### config.mk
export PLATFORM = sky130hd
export DESIGN_NAME = stick_cursor_controller_core
export DESIGN_NICKNAME = d
export VERILOG_FILES = /design/src/sv/scc_pkg.sv /design/src/sv/scc_next.sv /design/src/sv/stick_cursor_controller_core.sv
export SDC_FILE = /design/constraint.sdc
export NUM_CORES = 1
export LEC_CHECK = 0
export ABC_CLOCK_PERIOD_IN_PS = 15590
export BUFFER_PORTS_ARGS = -buffer_cell sky130_fd_sc_hd__buf_2
export CORE_UTILIZATION = 35
export CTS_CLUSTER_SIZE = 10
export DETAILED_ROUTE_END_ITERATION = 8
export GPL_TIMING_DRIVEN = 0
export PLACE_DENSITY_LB_ADDON = 0.12
export SYNTH_ARGS = -nofsm -noshare
export SYNTH_HDL_FRONTEND = slang
export SYNTH_SLANG_ARGS = --single-unit
### constraint.sdc
create_clock -name clk -period 15.59 [get_ports clk]
set_input_delay 0.7795 -clock clk [delete_from_list [all_inputs] [get_ports clk]]
set_output_delay 0.7795 -clock clk [all_outputs]
set_load 0.02 [all_outputs]
### src/sv/scc_pkg.sv
package scc_pkg;

	// Mode codes held in the mode register
	localparam logic [1:0] MODE_ABS = 2'd0;
	localparam logic [1:0] MODE_REL = 2'd1;
	localparam logic [1:0] MODE_DIG = 2'd2;
	// Spare code, treated as digital
	localparam logic [1:0] MODE_RSVD = 2'd3;

	// Register indexes on the configuration port
	localparam int unsigned CFG_IDX_W = 3;
	localparam int unsigned CFG_DATA_W = 64;
	localparam logic [CFG_IDX_W-1:0] REG_MODE = 3'd0;
	localparam logic [CFG_IDX_W-1:0] REG_MASKS = 3'd1;
	localparam logic [CFG_IDX_W-1:0] REG_STEPS = 3'd2;
	localparam logic [CFG_IDX_W-1:0] REG_CENTER = 3'd3;
	localparam logic [CFG_IDX_W-1:0] REG_MIN_X = 3'd4;
	localparam logic [CFG_IDX_W-1:0] REG_MIN_Y = 3'd5;
	localparam logic [CFG_IDX_W-1:0] REG_MAX_X = 3'd6;
	localparam logic [CFG_IDX_W-1:0] REG_MAX_Y = 3'd7;

	// Reset values
	localparam logic [1:0] RST_MODE = MODE_REL;
	localparam logic [63:0] RST_MASKS = 64'h0;
	localparam logic [31:0] RST_STEPS = 32'h0001_0001;
	localparam logic [31:0] RST_CENTER = 32'h0078_00A0;
	localparam logic signed [15:0] RST_MIN_X = 16'sd0;
	localparam logic signed [15:0] RST_MIN_Y = 16'sd0;
	localparam logic signed [15:0] RST_MAX_X = 16'sd319;
	localparam logic signed [15:0] RST_MAX_Y = 16'sd239;
	localparam logic [15:0] RST_POS_X = 16'd160;
	localparam logic [15:0] RST_POS_Y = 16'd120;

	// Acceleration curve limits
	localparam logic [8:0] ACC_SAT_Q = 9'd192;
	localparam logic [7:0] RECIP_12 = 8'd171;
	localparam logic [4:0] ACC_MAX = 5'd16;

	typedef struct packed {
		logic [1:0] mode;
		logic [63:0] masks;
		logic [31:0] steps;
		logic [31:0] center;
		logic signed [15:0] min_x;
		logic signed [15:0] min_y;
		logic signed [15:0] max_x;
		logic signed [15:0] max_y;
	} cfg_t;

	typedef struct packed {
		logic signed [7:0] stick_x;
		logic signed [7:0] stick_y;
		logic [15:0] buttons;
		logic hold;
	} req_t;

	// Signed move of -16..16 from one stick axis
	function automatic logic signed [5:0] accel_move(input logic signed [7:0] s);
		logic [7:0] mag;
		logic [15:0] sq;
		logic [8:0] q;
		logic [16:0] prod;
		logic [4:0] m;
		logic [5:0] res;
		mag = s[7] ? 8'(-s) : 8'(s);
		sq = 16'(mag) * 16'(mag);
		q = sq[14:6];
		prod = 17'(q) * 17'(RECIP_12);
		if (q == 9'd0) begin
			m = 5'd0;
		end else if (q >= ACC_SAT_Q) begin
			m = ACC_MAX;
		end else if (prod[16:11] == 6'd0) begin
			m = 5'd1;
		end else begin
			m = prod[15:11];
		end
		res = {1'b0, m};
		return s[7] ? 6'(-res) : res;
	endfunction

	// Lower bound first, then upper bound
	function automatic logic [15:0] clamp_axis(input logic signed [15:0] v,
			input logic signed [15:0] lo, input logic signed [15:0] hi);
		logic [15:0] r;
		if (v < lo) begin
			r = lo;
		end else if (hi < v) begin
			r = hi;
		end else begin
			r = v;
		end
		return r;
	endfunction

endpackage

### src/sv/scc_next.sv
module scc_next (
	input scc_pkg::cfg_t cfg,
	input scc_pkg::req_t req,
	input logic [15:0] pos_x,
	input logic [15:0] pos_y,
	output logic [15:0] next_x,
	output logic [15:0] next_y
);
	import scc_pkg::*;

	logic [15:0] cx, cy, sx2, sy2;
	logic [15:0] ax, ay;
	logic [15:0] xstep, ystep, dx, dy;
	logic [15:0] mx, my;

	// Absolute mode: centre plus twice the deflection on X, centre minus it on Y
	assign cx = cfg.center[15:0];
	assign cy = cfg.center[31:16];
	assign sx2 = {{7{req.stick_x[7]}}, req.stick_x, 1'b0};
	assign sy2 = {{7{req.stick_y[7]}}, req.stick_y, 1'b0};

	// Relative mode: accelerated step per axis
	assign ax = 16'(signed'(accel_move(req.stick_x)));
	assign ay = 16'(signed'(accel_move(req.stick_y)));

	// Digital mode: plus mask wins over minus mask
	assign xstep = cfg.steps[15:0];
	assign ystep = cfg.steps[31:16];
	always_comb begin
		dx = 16'd0;
		dy = 16'd0;
		if ((req.buttons & cfg.masks[63:48]) != 16'd0) begin
			dx = 16'(-xstep);
		end
		if ((req.buttons & cfg.masks[47:32]) != 16'd0) begin
			dx = xstep;
		end
		if ((req.buttons & cfg.masks[15:0]) != 16'd0) begin
			dy = 16'(-ystep);
		end
		if ((req.buttons & cfg.masks[31:16]) != 16'd0) begin
			dy = ystep;
		end
	end

	// Select the move, then clamp; hold keeps the position as it is
	always_comb begin
		case (cfg.mode)
			MODE_ABS: begin
				mx = 16'(cx + sx2);
				my = 16'(cy - sy2);
			end
			MODE_REL: begin
				mx = 16'(pos_x + ax);
				my = 16'(pos_y - ay);
			end
			default: begin
				mx = 16'(pos_x + dx);
				my = 16'(pos_y + dy);
			end
		endcase
		if (req.hold) begin
			next_x = pos_x;
			next_y = pos_y;
		end else begin
			next_x = clamp_axis(mx, cfg.min_x, cfg.max_x);
			next_y = clamp_axis(my, cfg.min_y, cfg.max_y);
		end
	end

endmodule

### src/sv/stick_cursor_controller_core.sv
// Stick cursor controller. Each accepted request (stick X/Y, buttons, hold)
// moves a 16-bit signed cursor in absolute, relative-accelerated or digital
// mode, clamps it to the configured rectangle and returns exactly one result
// carrying the new position. A request is registered at acceptance, the move
// and clamp are computed combinationally from it against the stored position,
// and the result is registered when the result register is free or emptying;
// with no stall a new request can be taken every cycle. The position feedback
// closes through the position register alone. Configuration registers must be
// written by the user only while no request is in flight; the block itself
// does not enforce this.
module stick_cursor_controller_core (
	input logic clk,
	input logic arst_n,
	input logic in_valid,
	output logic in_stall,
	input logic signed [7:0] stick_x,
	input logic signed [7:0] stick_y,
	input logic [15:0] buttons,
	input logic hold,
	output logic out_valid,
	input logic out_stall,
	output logic signed [15:0] cursor_x,
	output logic signed [15:0] cursor_y,
	input logic cfg_we,
	input logic [scc_pkg::CFG_IDX_W-1:0] cfg_index,
	input logic [scc_pkg::CFG_DATA_W-1:0] cfg_data
);
	import scc_pkg::*;

	cfg_t cfg_q;
	req_t req_s1;
	logic valid_s1;
	logic adv_s1;
	logic [15:0] pos_x_q, pos_y_q;
	logic [15:0] next_x, next_y;
	logic out_valid_q;
	logic [15:0] cur_x_q, cur_y_q;

	// Configuration writes
	always_ff @(posedge clk or negedge arst_n) begin
		if (!arst_n) begin
			cfg_q.mode <= RST_MODE;
			cfg_q.masks <= RST_MASKS;
			cfg_q.steps <= RST_STEPS;
			cfg_q.center <= RST_CENTER;
			cfg_q.min_x <= RST_MIN_X;
			cfg_q.min_y <= RST_MIN_Y;
			cfg_q.max_x <= RST_MAX_X;
			cfg_q.max_y <= RST_MAX_Y;
		end else if (cfg_we) begin
			case (cfg_index)
				REG_MODE: cfg_q.mode <= cfg_data[1:0];
				REG_MASKS: cfg_q.masks <= cfg_data;
				REG_STEPS: cfg_q.steps <= cfg_data[31:0];
				REG_CENTER: cfg_q.center <= cfg_data[31:0];
				REG_MIN_X: cfg_q.min_x <= cfg_data[15:0];
				REG_MIN_Y: cfg_q.min_y <= cfg_data[15:0];
				REG_MAX_X: cfg_q.max_x <= cfg_data[15:0];
				REG_MAX_Y: cfg_q.max_y <= cfg_data[15:0];
				default: ;
			endcase
		end
	end

	// Advance the input stage whenever the result register is free or emptying
	assign adv_s1 = !out_valid_q || !out_stall;
	assign in_stall = valid_s1 && !adv_s1;

	// Capture the request
	always_ff @(posedge clk or negedge arst_n) begin
		if (!arst_n) begin
			valid_s1 <= 1'b0;
		end else if (!in_stall) begin
			valid_s1 <= in_valid;
		end
	end

	always_ff @(posedge clk) begin
		if (in_valid && !in_stall) begin
			req_s1.stick_x <= stick_x;
			req_s1.stick_y <= stick_y;
			req_s1.buttons <= buttons;
			req_s1.hold <= hold;
		end
	end

	scc_next u_next (
		.cfg(cfg_q),
		.req(req_s1),
		.pos_x(pos_x_q),
		.pos_y(pos_y_q),
		.next_x(next_x),
		.next_y(next_y)
	);

	// Update the position and load the result register
	always_ff @(posedge clk or negedge arst_n) begin
		if (!arst_n) begin
			pos_x_q <= RST_POS_X;
			pos_y_q <= RST_POS_Y;
			out_valid_q <= 1'b0;
		end else if (adv_s1) begin
			out_valid_q <= valid_s1;
			if (valid_s1) begin
				pos_x_q <= next_x;
				pos_y_q <= next_y;
			end
		end
	end

	always_ff @(posedge clk) begin
		if (adv_s1 && valid_s1) begin
			cur_x_q <= next_x;
			cur_y_q <= next_y;
		end
	end

	assign out_valid = out_valid_q;
	assign cursor_x = cur_x_q;
	assign cursor_y = cur_y_q;

endmodule
Word-level counts from Yosys, hierarchy flattened
Index checks and enable logic that the tools add are counted.
- add/sub/neg operators: 12
- multiply operators: 4
- divide/modulo/power cells: 0
- order comparisons: 6
- equality and inequality tests: 8
- shift operators: 0
- multiplexer cells: 22
- bitwise operators: 4
- reductions and logical operators: 27
- operator list (kind ; number):
    $mux 16 ; 10
    $add 16x16->16 ; 4
    $and 16x16->16 ; 4
    $lt 16x16->1 ; 4
    $pmux 16 s2 ; 2
    $reduce_bool 16->1 ; 4
    $mul 9x8->17 const B ; 2
    $neg 16->16 ; 2
    $sub 16x16->16 ; 2
    $mul 8x8->15 ; 2
    $mux 5 ; 6
    $ge 9x8->1 const B ; 2
    $logic_not 9->1 ; 2
    $reduce_and 2->1 ; 9
    $mux 8 ; 2
    $neg 8->8 ; 2
    $eq 3x3->1 const B ; 4
    $logic_not 6->1 ; 2
    $mux 6 ; 2
    $neg 5->6 ; 2
    $eq 3x2->1 const B ; 2
    $logic_not 1->1 ; 4
    $eq 3x1->1 const B ; 1
    $logic_and 1x1->1 ; 3
    other kinds (4) ; 4
- register bits after elaboration: 293
- bits in latches: 0
- bits in writable memories: 0
- ROM bits: 0
- input port bits: 105
- output and inout port bits: 34
- word-level logic and storage cells: 101
- memories kept: 0

Logic depth before layout (Yosys ltp)
Gate-level depths: netlist of run 1.
- word-level depth: 16
- depth in mapped cells: 68
- gate-level depth less buffers: 66

Cells and area by module
Synthesis of run 1 repeated with hierarchy kept, for this count alone.
- cell total of the unflattened synthesis: 2383
- area, all modules: 24622.4 µm²
- by module, submodules not included (module ; instances ; cells an instance ; area an instance (µm²) ; sequential area each (µm²)):
    scc_next ; 1 ; 1824 ; 13563.0 ; 0.0
    stick_cursor_controller_core ; 1 ; 559 ; 11059.4 ; 7693.6

Worst setup path after synthesis of run 1
OpenSTA, ideal clock, no wires.
- kind: register to register
- from: reg req_s1[24] in the netlist's numbering
- to: reg cur_y_q[10], in the netlist cursor_y[10] (data pin)
- setup time: 0.260 ns
- arrival: 13.890 ns
- data required time: 15.330 ns
- path slack: 1.440 ns
- cell stages (with the launch flop): 58
- path buffers: 2
- period minus slack after synthesis: 14.150 ns
- cell sequence: edfxtp_1 -> buf_1 -> o31ai_1 -> xnor2_1 -> inv_1 -> nand2_1 -> inv_1 -> fa_1 -> fa_1 -> inv_1 -> fa_1 -> fa_1 -> inv_1 -> ha_1 -> o21ai_0 -> nand2b_1 -> o211a_1 -> a311o_1 -> [22 not listed] -> a21o_1 -> a21oi_1 -> o21bai_1 -> a21oi_1 -> o21bai_1 -> a2111oi_0 -> o31ai_1 -> xnor2_1 -> nor2_1 -> a21o_1 -> inv_1 -> ha_1 -> nand4_1 -> o31ai_1 -> clkbuf_1 -> o211ai_1 -> a22o_1 -> mux2_2
- word-level cells in the longest chain between the ends: 16
- elaborated cells on any way between the ends: 20
- classes of those cells: add/sub (4); mul (2); order compare (3); mux (9); reduce/logical (2)
- RTL lines (what ; RTL line ; source):
    start: declaration ; stick_cursor_controller_core.sv:31 ; req_t req_s1;
    $neg 8->8 ; scc_pkg.sv:65 ; mag = s[7] ? 8'(-s) : 8'(s);
    $mux 8 ; scc_pkg.sv:65 ;
    $mul 8x8->15 ; scc_pkg.sv:66 ; sq = 16'(mag) * 16'(mag);
    $mul 9x8->17 ; scc_pkg.sv:68 ; prod = 17'(q) * 17'(RECIP_12);
    $logic_not 6->1 ; scc_pkg.sv:73 ; end else if (prod[16:11] == 6'd0) begin
    $mux 5 ; scc_pkg.sv:73 ;
    $mux 5 ; scc_pkg.sv:71 ; end else if (q >= ACC_SAT_Q) begin
    $mux 5 ; scc_pkg.sv:69 ; if (q == 9'd0) begin
    $neg 5->6 ; scc_pkg.sv:79 ; return s[7] ? 6'(-res) : res;
    $mux 6 ; scc_pkg.sv:79 ;
    $sub 16x16->16 ; scc_next.sv:55 ; my = 16'(pos_y - ay);
    $pmux 16 s2 * ; scc_next.sv:48 ; case (cfg.mode)
    $lt 16x16->1 ; scc_pkg.sv:88 ; end else if (hi < v) begin
    $mux 16 ; scc_pkg.sv:88 ;
    $mux 16 * ; scc_pkg.sv:86 ; if (v < lo) begin
    $mux 16 * ; scc_next.sv:62 ; if (req.hold) begin
    net next_y[10] ; stick_cursor_controller_core.sv:35 ; logic [15:0] next_x, next_y;
    end signal: assignment ; stick_cursor_controller_core.sv:114 ; cur_y_q <= next_y;
    end: declaration ; stick_cursor_controller_core.sv:37 ; logic [15:0] cur_x_q, cur_y_q;
The timed path passes the listed nets; every way through them passes the cells marked *.
A chain may end at the register's enable or synchronous reset.

Final worst setup path of run 1
- from: reg req_s1[24] in the netlist's numbering
- to: reg cur_y_q[5], in the netlist cursor_y[5] (data pin)
Same word-level chain as after synthesis.

==> flow_summary.ini, run 1 <==
[status]
outcome = finished clean

[timing]
final-setup-viol-count = 0
layout_min_cycle_time_ns = 14.76
finalCritPeriodShare = 0.9468
tightest_slew_ns = 1.101
setup_tns_ns = 0
hold_viol = 0
clock.fmax_mhz = 67.75
drv_slew = 0
maxSlewHeadroom = 0.2568
finClkSkew_ns = 0.03479

[final_layout]
area_delta_synth_final_pct = 15.35
postLayoutCellArea_sq_um = 27570
final_nets = 3110
drive_above_1_share = 0.2090
fillers = 6640

[setup_path]
endpoint_kind = flop
crit_path_top_delay_cell = or4_4
arrival_ns = 15.06
cp_slowest_stage_delay_ns = 0.61
crit_required_ns = 15.89
start_kind = flop
crit_type = flop to flop
reg2regPathDepth = 57
worstPathMaxFanout = 13

[yosys]
syn_avg_cell_area_sq_um = 9.816
synthTopCellsByArea = dfrtp_1 21%, ha_1 14%, mux2_2 10%
synth-seq-cells = 293
synth.distinct_cells = 78
synth_top_area_cell = dfrtp_1
synth_warnings = 0
yosysMostFrequentCell = inv_1
synthCells = 2435
synth_commonest_cells = 300 x inv_1, 275 x ha_1, 221 x mux2_2
synth_edf_count = 65
seq_area_frac_synth = 0.3219
synth.top_cell.area_share = 0.2083
syn-cell-area_sq_um = 23900
synth_async_sr_flop_share = 0.7782
synth_ff_type = dfrtp_1

[clock_network]
clock_latency_ns = 0.57
cts.sinks = 293
cts_made_buffers = 38
htreeDepth = 2
cts.hold.buffers_added = 0
cts_root_buf = clkbuf_16
cts_tree = done
clk_pin_slew_ns = 0.05
clk_path_buf_depth = 3

[route]
drt-initial-drc-count = 934
num_vias = 18570
wl_per_cell_um = 19.81
ant_nets = 0
wirelength_mm = 70.43
routed_via_density = 5.222
drc = 0
dr.pass1.iters = 8

[floorplanning]
rows = 95
coreArea_sq_um = 67400
fp.dieW_um = 263.3
die_h_um = 263.3
die_area_sq_um = 69340
start_util = 0.3547
num_io_pins = 139

[place]
place_hpwl_mm = 55.99
dpl_cell_area_sq_um = 25820
io_buffers = 134
place.gp.congestion = 0.8546

[grt]
grt_antenna_before_repair = 8
grt-ovfl-total = 0
grt_max_degree = 94
grt_pass1_wl_mm = 109.6
grt_usage = 0.2040
grt_pass1_vias = 19189

[flow_run]
max_cap_viol_count = 0

[worst_hold_path]
hp-class = input port to asynchronous set/reset pin
[final cells by class]
cell class | count | area [sq um] | area share
multi-input combinational | 1785 | 15190 | 0.5511
sequential | 293 | 7694 | 0.2790
inverter | 301 | 1130 | 0.04098
tap | 873 | 1092 | 0.03962
clock buffer | 61 | 1089 | 0.03948
timing repair buffer | 163 | 963.4 | 0.03494
buffer | 68 | 286.5 | 0.01039
clock inverter | 9 | 115.1 | 0.004175
antenna | 3 | 7.507 | 0.0002723
[worst paths after layout]
path	end	slack, ns	startpoint
min in group clk	req_s1[0]	0.39	hold
worst max register to register	cursor_y[5]	0.83	req_s1[24]
max in group asynchronous	cfg_q[85]	14.13	arst_n
worst max-delay path	cursor_y[5]	0.83	req_s1[24]
worst min register to register	out_valid	0.49	valid_s1
worst min-delay path	pos_x_q[6]	0.14	arst_n
[flip-flops by register name, summed over array words and instances (netlist names)]
name       cells
cfg_q        194
cursor_x      16
cursor_y      16
out_valid      1
pos_x_q       16
pos_y_q       16
req_s1        33
valid_s1       1
[worst max-delay path, delay by kind of cell, from the launching register on]
family	cells	cell delay [ns]
and+or+nand+nor	17	3.57
buffers and inverters	7	0.94
adders and majority gates	12	4.72
muxes	1	0.34
AOI/OAI and AO/OA	17	3.72
DFF	1	0.43
xor gates and xnor gates	3	0.77
[cells by family after synthesis]
group,synth area share
compound gates,0.1360
buf+inv,0.05805
simple gates,0.1081
mux,0.1167
xor+xnor,0.04800
other cells,0.0003142
flops,0.3219
fa+ha+maj,0.2110
[per-layer routing]
layer | GRT usage | wire (um) | vias to the layer above
li1 | - | - | 8988
met1 | 0.2636 | 31550 | 9148
met2 | 0.3580 | 34880 | 337
met3 | 0.02133 | 2089 | 97
met4 | 0.06006 | 1909 | 0
met5 | 0 | 0 | -
[metrics by stage]
stage	setup slack [ns]	instances	util	hold slack [ns]
after floorplan	1.440	2447	-	0.4492
after global placement	-1.890	3454	0.3815	0.4701
after detailed placement	-1.526	3458	0.3832	0.4867
after CTS	0.02371	3534	0.4042	0.1363
after global routing	-0.001929	3553	0.4090	0.1560
final	0.8298	3556	0.4091	0.1404
[cells in the final DEF (no fill, tap or decap), drive strengths merged, types with 14 or more instances in the layout]
cell type,n
a211oi,15
a21o,32
a21oi,104
a22o,15
a22oi,21
a31oi,15
and3,15
buf,173
clkbuf,119
conb,14
dfrtp,199
dfstp,29
edfxtp,65
fa,80
ha,275
inv,304
mux2,221
mux2i,30
nand2,162
nand2b,23
nand3,30
nor2,135
nor2b,25
nor3,34
o21a,23
o21ai,152
o31ai,26
or2,19
or3,17
xnor2,76
xor2,55
[repair_timing]
item / CTS / global route
buffers inserted: 6 / 19
gates cloned: 0 / 0
gates resized for setup: 33 / 69
hold endpoints to repair: 0 / 0
pin swaps: 3 / 7
endpoints found under the setup margin: 64 / 64
Power of run 1 is left out: the tool's default activity adds up to more than one toggle a clock period on the data nets, which glitch-free logic cannot reach.
==> run 2: changes to the inputs <==
CORE_MARGIN = 2   (was not set)
==> run 2 against run 1 <==
Effect of this change:
- flip-flop and latch count stayed put
- critical path type unchanged
- wire length up 0.50%
- worst hold slack better by 0.12 ns
- critical endpoint is now cursor_y[12]
- global-route usage fell by 0.48 points
- setup slack lost 0.12 ns
- highest routed layer is now met5
- first-iteration DRC count rose by 6.7%
==> flow_summary.ini, run 2 (synthesis results as in run 1) <==
[timing]
finClkSkew_ns = 0.02984
drv_slew = 0
setup_tns_ns = 0
hold_viol = 0
final-setup-viol-count = 0
finalCritPeriodShare = 0.9548
tightest_slew_ns = 1.006
setup_ws_ns = 0.7052
clock.fmax_mhz = 67.18
maxSlewHeadroom = 0.3208
layout_min_cycle_time_ns = 14.88

[setup_path]
worstPathMaxFanout = 7
cp_slowest_stage_delay_ns = 0.59
crit_required_ns = 15.88
endpoint_kind = flop
arrival_ns = 15.18
crit_start = req_s1[18]
start_kind = flop
crit_path_top_delay_cell = or4_4
crit_type = flop to flop
r2r-start = req_s1[18]
crit_top_cell = ha_1

[clock_network]
cts.sinks = 293
htreeDepth = 2
clk_pin_slew_ns = 0.06
clk_path_buf_depth = 3
clock_latency_ns = 0.56
cts.hold.buffers_added = 0
cts_made_buffers = 38
cts_tree = done
cts_root_buf = clkbuf_16

[flow_run]
max_cap_viol_count = 0

[route]
routed_via_density = 5.191
num_vias = 18454
wl_per_cell_um = 19.91
drc = 0
ant_nets = 0
dr.pass1.iters = 5
drt-initial-drc-count = 997
wirelength_mm = 70.78

[grt]
grt_use_met3 = 0.02351
grt_util_met2 = 0.3485
grt_usage = 0.1992
grt_max_degree = 120
grt_pass1_vias = 18556
grt_pass1_wl_mm = 107.8
grtUsageMet1 = 0.2586
grt-ovfl-total = 0
grt_antenna_before_repair = 8
grt_busiest_layer = met2

[status]
outcome = finished clean

[floorplanning]
start_util = 0.3547
die_h_um = 265.3
coreArea_sq_um = 67400
rows = 95
fp.dieW_um = 265.3
num_io_pins = 139
die_area_sq_um = 70400

[place]
io_buffers = 134
place_hpwl_mm = 56.12
place.gp.congestion = 0.9001
post-place-ws_ns = -1.154

[final_layout]
area_delta_synth_final_pct = 15.46
final_cell_mix = 295 x inv_1, 274 x ha_1, 221 x mux2_2
reg.largest.list = cfg_q x194, req_s1 x33
layout.cells.most_common = inv_1
largest_register = cfg_q
final_nets = 3113
drive_above_1_share = 0.2135
largest_register_ffs = 194

[worst_hold_path]
hp-class = input port to asynchronous set/reset pin
[run 2: path summary, 6_finish.rpt]
kind	end	slack, ns	cells past startpoint
max	cursor_y[12]	0.71	56
min	pos_x_q[9]	0.26	2
max reg2reg	cursor_y[12]	0.71	56
min reg2reg	out_valid	0.49	1
max in group asynchronous	cfg_q[162]	14.21	3
min in group clk	req_s1[32]	0.40	1
[run 2: layout make-up]
cell class,count,area [sq um]
diodes,3,7.507
plain buffers,67,285.3
clock buffers,60,1106
clock inverters,6,43.79
fillers,6622,39800
inverters,301,1136
multi-input cells,1785,15250
flip-flops and latches,293,7694
well taps,873,1092
repair buffers,167,980.9
[run 2: per-stage QoR]
| step | hold slack (ns) | utilization | cells | instance area, sq um |
|---|---|---|---|---|
| final | 0.2604 | 0.4095 | 3555 | 27600 |
| after global routing | 0.3181 | 0.4094 | 3552 | 27590 |
| after CTS | 0.2912 | 0.4028 | 3527 | 27150 |
| after detailed placement | 0.4854 | 0.3830 | 3458 | 25810 |
| after global placement | 0.4689 | 0.3815 | 3454 | 25710 |
| after floorplan | 0.4492 | - | 2447 | 23950 |
[run 2: per-layer routing]
metal	part of all wire	vias up
li1	-	8986
met1	0.45	9055
met2	0.49	310
met3	0.035	101
met4	0.027	2
met5	0.00011	-
[run 2: worst max-delay path, delay by kind of cell, from the launching register on]
kind	cells	cell delay, ns
fa+ha+maj	13	4.93
simple gates	13	3.58
compound gates	17	3.52
xor+xnor	4	0.89
mux	2	0.63
buf+inv	7	0.57
flops	1	0.46
[run 2: repair_timing]
item / CTS / global route
gates resized for setup: 35 / 81
buffers inserted: 3 / 26
setup endpoints to repair: 64 / 64
hold endpoints to repair: 0 / 0
pin swaps: 1 / 11
Power of run 2 is left out for the same reason.
==> run 3: changes to the inputs <==
ABC_AREA = 1   (was not set)
==> run 3 against run 2 <==
Effect of this change:
- largest cell class unchanged
- maximum frequency increased by 4.3%
- flip-flop and latch count unchanged
- cell area increased by 0.39%
==> flow_summary.ini, run 3 <==
[route]
num_vias = 21362
wl_met3_mm = 3.507
wirelength_mm = 76.43
drt-initial-drc-count = 1440
wl_met2_mm = 36.22
wl_per_cell_um = 17.92
met1_length_mm = 33.50
ant_nets = 0
drc = 0
highest_layer = met4
dr.pass1.iters = 6
routed_via_density = 5.009

[yosys]
synth_async_sr_flop_share = 0.7782
synth_commonest_cells = 628 x nand2_1, 566 x inv_1, 294 x o21ai_0
synthTopCellsByArea = dfrtp_1 20%, ha_1 14%, nand2_1 9.7%
synth-seq-cells = 293
synth_warnings = 0
synth_top_area_cell = dfrtp_1
synth_ff_type = dfrtp_1
seq_area_frac_synth = 0.3160
syn_avg_cell_area_sq_um = 7.856
synth_edf_count = 65
yosysMostFrequentCell = nand2_1
syn-cell-area_sq_um = 24350
synth.top_cell.area_share = 0.2045
synthCells = 3099
synth.distinct_cells = 58

[final_layout]
final_nets = 3764
postLayoutCellArea_sq_um = 27710
fillers = 7214
area_delta_synth_final_pct = 13.80
final_cells = 4265
layout.cells.most_common = nand2_1
final_cell_mix = 628 x nand2_1, 565 x inv_1, 290 x o21ai_0
drive_above_1_share = 0.1044
largest_register_ffs = 194
largest_register = cfg_q
reg.largest.list = cfg_q x194, req_s1 x33
fin_util = 0.4033

[timing]
setup_tns_ns = 0
hold_viol = 0
layout_min_cycle_time_ns = 14.27
maxSlewHeadroom = 0.3575
tightest_slew_ns = 0.9638
rsz0062_at_grt = false
clock.fmax_mhz = 70.08
finalCritPeriodShare = 0.9152
finClkSkew_ns = 0.01892
drv_slew = 0
final-setup-viol-count = 0

[clock_network]
cts_root_buf = clkbuf_16
cts.sinks = 293
clk_path_buf_depth = 3
clk_pin_slew_ns = 0.06
cts_made_buffers = 39
cts_tree = done
htreeDepth = 2
cts.hold.buffers_added = 0
clock_latency_ns = 0.56

[setup_path]
start_kind = flop
crit_start = req_s1[25]
worstPathMaxFanout = 10
arrival_ns = 14.74
crit_type = flop to flop
reg2reg_to = pos_x_q[6]
rrSetupSlack_ns = 1.32
crit_required_ns = 16.06
r2r-start = req_s1[25]
crit_top_cell = nand2_1
cp_slowest_stage_delay_ns = 0.55
reg2regPathDepth = 77
crit_path_top_delay_cell = fa_1
endpoint_kind = flop

[grt]
grt_pass1_vias = 21139
grt_max_degree = 108
grt_pass1_wl_mm = 118.4
grt-ovfl-total = 0
grt_usage = 0.2144
grt_antenna_before_repair = 3

[floorplanning]
start_util = 0.3543
coreArea_sq_um = 68710
num_io_pins = 139
die_area_sq_um = 71680
rows = 96
fp.dieW_um = 267.7
die_h_um = 267.7

[place]
place_hpwl_mm = 60.15
placedCellCount = 4183
place.gp.congestion = 0.8921
dpl_cell_area_sq_um = 26330
io_buffers = 138

[worst_hold_path]
hp-class = input port to asynchronous set/reset pin

[status]
outcome = finished clean

[flow_run]
max_cap_viol_count = 0
-- run 3: worst max-delay path by stage --
stage,to,slack (ns),depth (start not counted)
3_3_place_gp,pos_x_q[13],0.42,76
6_report,pos_x_q[6],1.32,77
2_1_floorplan,pos_x_q[8],3.04,75
4_1_cts,pos_x_q[7],0.15,76
3_5_place_dp,pos_x_q[7],0.29,76
5_1_grt,pos_x_q[9],0.0006,79
-- run 3: layout make-up --
cell class | count | area (sq um) | area share
Buffer | 75 | 314.1 | 0.01133
Clock inverter | 10 | 82.58 | 0.002980
Multi-Input combinational cell | 2164 | 14300 | 0.5161
Inverter | 579 | 2173 | 0.07844
Antenna cell | 1 | 2.502 | 0.00009032
Sequential cell | 293 | 7694 | 0.2777
Timing Repair Buffer | 152 | 870.8 | 0.03143
Tap cell | 931 | 1165 | 0.04204
Clock buffer | 60 | 1105 | 0.03988
-- run 3: logic make-up (layout without fill, tap and decap cells) --
family | after synthesis | count (layout) | share of synthesized area
adders and majority gates | 355 | 355 | 0.2071
xor gates and xnor gates | 93 | 93 | 0.03438
other | 2 | 15 | 0.0003085
AOI/OAI and AO/OA | 659 | 659 | 0.1518
DFF | 293 | 293 | 0.3160
and+or+nand+nor | 1016 | 1016 | 0.1759
muxes | 27 | 27 | 0.01249
buffers and inverters | 654 | 876 | 0.1020
-- run 3: metal layers --
metal  GRT usage  vias up
met4     0.08606        0
met3     0.02868      125
li1            -    10515
met5           0        -
met1      0.2742    10233
met2      0.3658      489
-- run 3: worst max-delay path, delay by kind of cell, from the launching register on --
family                     cells  cell delay [ns]
and+or+nand+nor               30             2.95
xor gates and xnor gates       2             0.64
buffers and inverters         16             1.69
DFF                            1             0.44
adders and majority gates     14             5.80
AOI/OAI and AO/OA             15             2.63
-- run 3: stage by stage --
step	setup slack, ns	hold slack (ns)
floorplan	3.036	0.4477
finish	1.321	0.1166
detailed placement	0.2859	0.4731
global placement	0.4221	0.4588
global route	0.0005542	0.1327
CTS	0.1529	0.1106
-- run 3: repair_timing --
action	CTS	global route
endpoints found under the setup margin	0	62
resized for setup	0	22
setup buffers	0	11
Power of run 3 is left out for the same reason.
